==> src/gre_ram.sv <==
// Generic single-write, single-read RAM with a registered read port.
// No dependencies.
module gre_ram #(
  parameter int WIDTH = 64,
  parameter int DEPTH = 64
) (
  input  logic                     clk,
  input  logic                     we,
  input  logic [$clog2(DEPTH)-1:0] waddr,
  input  logic [WIDTH-1:0]         wdata,
  input  logic [$clog2(DEPTH)-1:0] raddr,
  output logic [WIDTH-1:0]         rdata
);

  logic [WIDTH-1:0] mem [DEPTH];
  logic [WIDTH-1:0] rdata_r;

  always_ff @(posedge clk) begin
    if (we) begin
      mem[waddr] <= wdata;
    end
    rdata_r <= mem[raddr];
  end

  assign rdata = rdata_r;

endmodule

==> config.mk <==
export PLATFORM = sky130hd
export DESIGN_NAME = gre_ram
export DESIGN_NICKNAME = d
export VERILOG_FILES = /design/src/gre_ram.sv
export SDC_FILE = /design/constraint.sdc
export NUM_CORES = 2
export LEC_CHECK = 0
export ABC_AREA = 1
export BUFFER_PORTS_ARGS = -buffer_cell sky130_fd_sc_hd__buf_2
export CAP_MARGIN = 15
export CORE_UTILIZATION = 40
export DETAILED_ROUTE_END_ITERATION = 8
export GPL_ROUTABILITY_DRIVEN = 0
export MAX_ROUTING_LAYER = met4
export PLACE_DENSITY = 0.62
export SLEW_MARGIN = 20
export SYNTH_ARGS = -nofsm -noshare
export SYNTH_HDL_FRONTEND = slang
export SYNTH_SLANG_ARGS = --single-unit
export TNS_END_PERCENT = 5
==> constraint.sdc <==
create_clock -name clk -period 26.9 [get_ports clk]
set_clock_uncertainty 0.05 [all_clocks]
set_input_delay 4.035 -clock clk [delete_from_list [all_inputs] [get_ports clk]]
set_output_delay 4.035 -clock clk [all_outputs]
set_load 0.02 [all_outputs]
=== After elaboration in Yosys (flattened, before gate mapping) ===
Memories as Yosys holds them, arrays and structs flattened. A register that Yosys moved wholly into a read port is not among the register bits.
Cells that the tools add are included.

* Register bits: 0
* Bits in writable memories: 4096
* Input bits: 78
* Memories kept: 1

* Mux-type cells: 2

{| class="wikitable"
|+ Memories
! name !! words !! width !! rd ports !! clocked after Yosys merged registers in !! wr ports !! RTL line !! source
|-
| mem || 64 || 64 || 1 || 1 || 1 || 15 || <nowiki>logic [WIDTH-1:0] mem [DEPTH];</nowiki>
|}

{| class="wikitable"
|+ Operators with widths
! cell !! count
|-
| 1-bit two-way mux || 2
|}

=== Logic depth before layout (Yosys ltp) ===
* Depth after elaboration: 2
* Depth in mapped cells: 13
* Gate-level depth less buffers: 9

=== Worst setup path after synthesis ===
Ideal clock, no wire load.

* Path kind: input to register
* From: in we
* To: mem mem[48][0] (enable)
* Setup time: 0.646 ns
* Arrival time: 10.671 ns
* Required time: 26.204 ns
* Setup slack: 15.533 ns
* Stages on the path: 3
* Buffers on the path: 1
* Path through: clkbuf_1 > nand4_1 > nor4_1

* Longest elaborated chain between the ends: 2

{| class="wikitable"
|+ Ends and longest elaborated chain
! what !! RTL line !! source
|-
| start: declaration || 8 || <nowiki>input logic we,</nowiki>
|-
| 1-bit two-way mux || 19 || <nowiki>if (we) begin</nowiki>
|-
| 1-bit two-way mux (implied by the code) || 20 || <nowiki>mem[waddr] <= wdata;</nowiki>
|-
| end: declaration || 15 ||
|}

Every way passes these cells.

==> impl_metrics.env <==
export IMPL_status="completed"
export IMPL_rsz0062_at_grt="no"
export IMPL_syn_nets=13500
export IMPL_cp_top_family="buffers and inverters"
export IMPL_wl_um=514000
export IMPL_end_kind="flop"
export IMPL_post_synth_cell_area_avg_um2=12.3
export IMPL_yosysTopAreaCell="edfxtp_1"
export IMPL_slew_headroom_pct=4.67
export IMPL_ys_flop_type="edfxtp_1"
export IMPL_worstPathRequired_ns=27.74
export IMPL_cp_cell_sequence="buf_12, inv_16, buf_4, buf_4, buf_4, buf_12, buf_4, nand2_1, nand3_1, nand3_1, nand3_1, nand3_1, nand2_1, nand2_1, nand2_1"
export IMPL_drive_gt1_share_pct=7.85
export IMPL_cts_sinks=4160
export IMPL_synthArstFlopShare_pct=0
export IMPL_worstSetupPathType="in -> reg"
export IMPL_critPathSlowestCell="buf_4"
export IMPL_report_final_slew_viol_count=0
export IMPL_ctsLongestPathBuffers=4
export IMPL_clockRootBuffer="clkbuf_16"
export IMPL_htree_levels=5
export IMPL_ant_nets=0
export IMPL_synth_common_cells="4416 x nand2_1, 4096 x edfxtp_1, 3847 x nand3_1"
export IMPL_dr_pass1_iters=6
export IMPL_crit_buf_inv=7
export IMPL_drtIter0Drc=14800
export IMPL_ys_ff_latch=4160
export IMPL_setup_viol=0
export IMPL_antenna_found_initial=50
export IMPL_yosysUniqueCellTypes=16
export IMPL_dpl_hpwl_um=245000
export IMPL_ys_top_cells_by_area="edfxtp_1 74%, nand3_1 12%, nand2_1 10%"
export IMPL_clk_latency_ns=1.01
export IMPL_dr_total_vias=109000
export IMPL_core_area_um2=410000
export IMPL_leakage_nw=64.0
export IMPL_maxCapViolCount=0
export IMPL_syn_cell_area_um2=165000
export IMPL_rows=235
export IMPL_seq_area_frac_synth_pct=75.2
export IMPL_worstMarginPinSlew_ns=1.43
export IMPL_powerDensity_nw_per_um2=74.8
export IMPL_numCtsBuffers=404
export IMPL_fin_nets=13400
export IMPL_postSynthCellCount=13400
export IMPL_grt_pass1_vias=99300
export IMPL_start_util_pct=40.3
export IMPL_grt_pass1_wl_um=729000
export IMPL_wl_per_cell_um=26.9
export IMPL_p_total_w=0.0138
export IMPL_grt_ovfl_total=0
export IMPL_drc=0
export IMPL_die_h_um=645
export IMPL_cpPeakStageDelay_ns=0.88
export IMPL_worst_ep_arrival_time_ns=10.14
export IMPL_die_area_um2=416000
export IMPL_cts_tree="built"
export IMPL_cts_resized=0
export IMPL_cp_start_kind="primary input"
export IMPL_holdBufCountCts=0
export IMPL_io_buffers=141
export IMPL_clk_pin_slew_worst_paths_ns=0.06
export IMPL_irDropWorstVdd_v=0.0000545
export IMPL_setup_tns_final_ns=0
export IMPL_track_usage_pct=24.8
export IMPL_cts_setup_buffers=0
export IMPL_die_w_um=645
export IMPL_period_needed_ns=9.30
export IMPL_yosysMostFrequentCell="nand2_1"
export IMPL_yosysWarnings=0
export IMPL_hp_class="reg -> reg"
export IMPL_synth_edff_count=4096
export IMPL_avgViaCountPerCell=5.71
export IMPL_synth_top_cell_area_share_pct=74.4
export IMPL_io_pins=142
export IMPL_fmax_ghz=0.107
export IMPL_grt_max_degree=242
export IMPL_timing_final_hold_violations=0
export IMPL_area_growth_pct=11.6
export IMPL_path_max_fanout=241
export IMPL_post_route_period_util_pct=34.6
[worst reg2reg max path: stages, from the launching register on]
cell	delay [ns]
edfxtp_1	0.38
nand2_1	0.09
nand3_1	0.09
nand3_1	0.16
nand3_1	0.11
nand3_1	0.18
nand2_1	0.07
nand2_1	0.06
nand2_1	0.37
[metal layers]
| layer | vias to the layer above | wire length, µm | track usage [%] |
|---|---|---|---|
| met1 | 54500 | 204000 | 33.5 |
| met5 | - | 0 | - |
| met4 | 0 | 18500 | 8.29 |
| met3 | 916 | 53900 | 4.11 |
| met2 | 6119 | 238000 | 38.2 |
| li1 | 47700 | - | - |
[state kept, by name, summed over array words and instances (netlist names)]
register / flops
rdata: 64
mem: 4096
[logic make-up (layout without fill, tap and decap cells)]
family                 after synthesis  count (layout)  share of synthesized area (%)
other                                0              39                              0
buffers and inverters              909            1154                           2.95
AND/OR/NAND/NOR                   8336            8336                           21.9
flip-flops                        4160            4160                           75.2
[stage by stage]
| step | cell area, µm² | utilization [%] | setup slack (ns) | cells | hold WS, ns |
|---|---|---|---|---|---|
| after global routing | 184000 | 44.9 | 17.45 | 19100 | 0.822 |
| after CTS | 184000 | 44.9 | 17.89 | 19100 | 0.742 |
| after detailed placement | 171000 | 41.6 | 16.89 | 18300 | 0.733 |
| final | 184000 | 44.9 | 17.60 | 19100 | 0.739 |
| after global placement | 171000 | 41.6 | 16.86 | 18300 | 0.716 |
| after floorplan | 165000 | - | 15.53 | 13400 | 0.671 |
[path summary, 6_finish.rpt]
kind	start	to	slack (ns)	cells after the start
max	raddr[0]	rdata[41]	17.60	15
min	mem[12][40]	rdata[40]	0.74	8
max reg2reg	mem[38][58]	rdata[58]	25.03	8
min reg2reg	mem[12][40]	rdata[40]	0.74	8
[where the power goes]
part	switching [W]	internal (W)	total [W]
sequential	0.0000290	0.00717	0.00720
clock	0.00250	0.00332	0.00582
combinational	0.000592	0.000180	0.000772
[final cells by class]
| cell class | count | area [µm²] |
|---|---|---|
| fill | 36700 | 226000 |
| sequential | 4160 | 124000 |
| multi-input combinational | 8336 | 36600 |
| clock buffer | 514 | 10900 |
| tap | 5451 | 6820 |
| timing repair buffer | 390 | 2890 |
| clock inverter | 238 | 2680 |
| inverter | 12 | 105 |
| antenna | 39 | 97.6 |
[layout by cell type (no fill, tap or decap), types with 8 or more instances in the layout]
cell type	netlist	routed
diode_2	0	39
inv_6	0	8
clkbuf_1	147	77
clkbuf_16	0	409
clkbuf_8	0	28
nor2_4	0	56
dfxtp_1	64	64
nand3_1	3847	3847
nor4_2	0	8
edfxtp_1	4096	4096
nand2_1	4416	4416
clkinvlp_4	0	26
buf_12	0	15
clkinv_16	0	10
buf_4	134	250
clkinv_2	0	77
buf_2	501	116
bufinv_16	0	45
nand4_1	9	9
clkinv_1	0	63
Power figures use the tool's default switching activity.
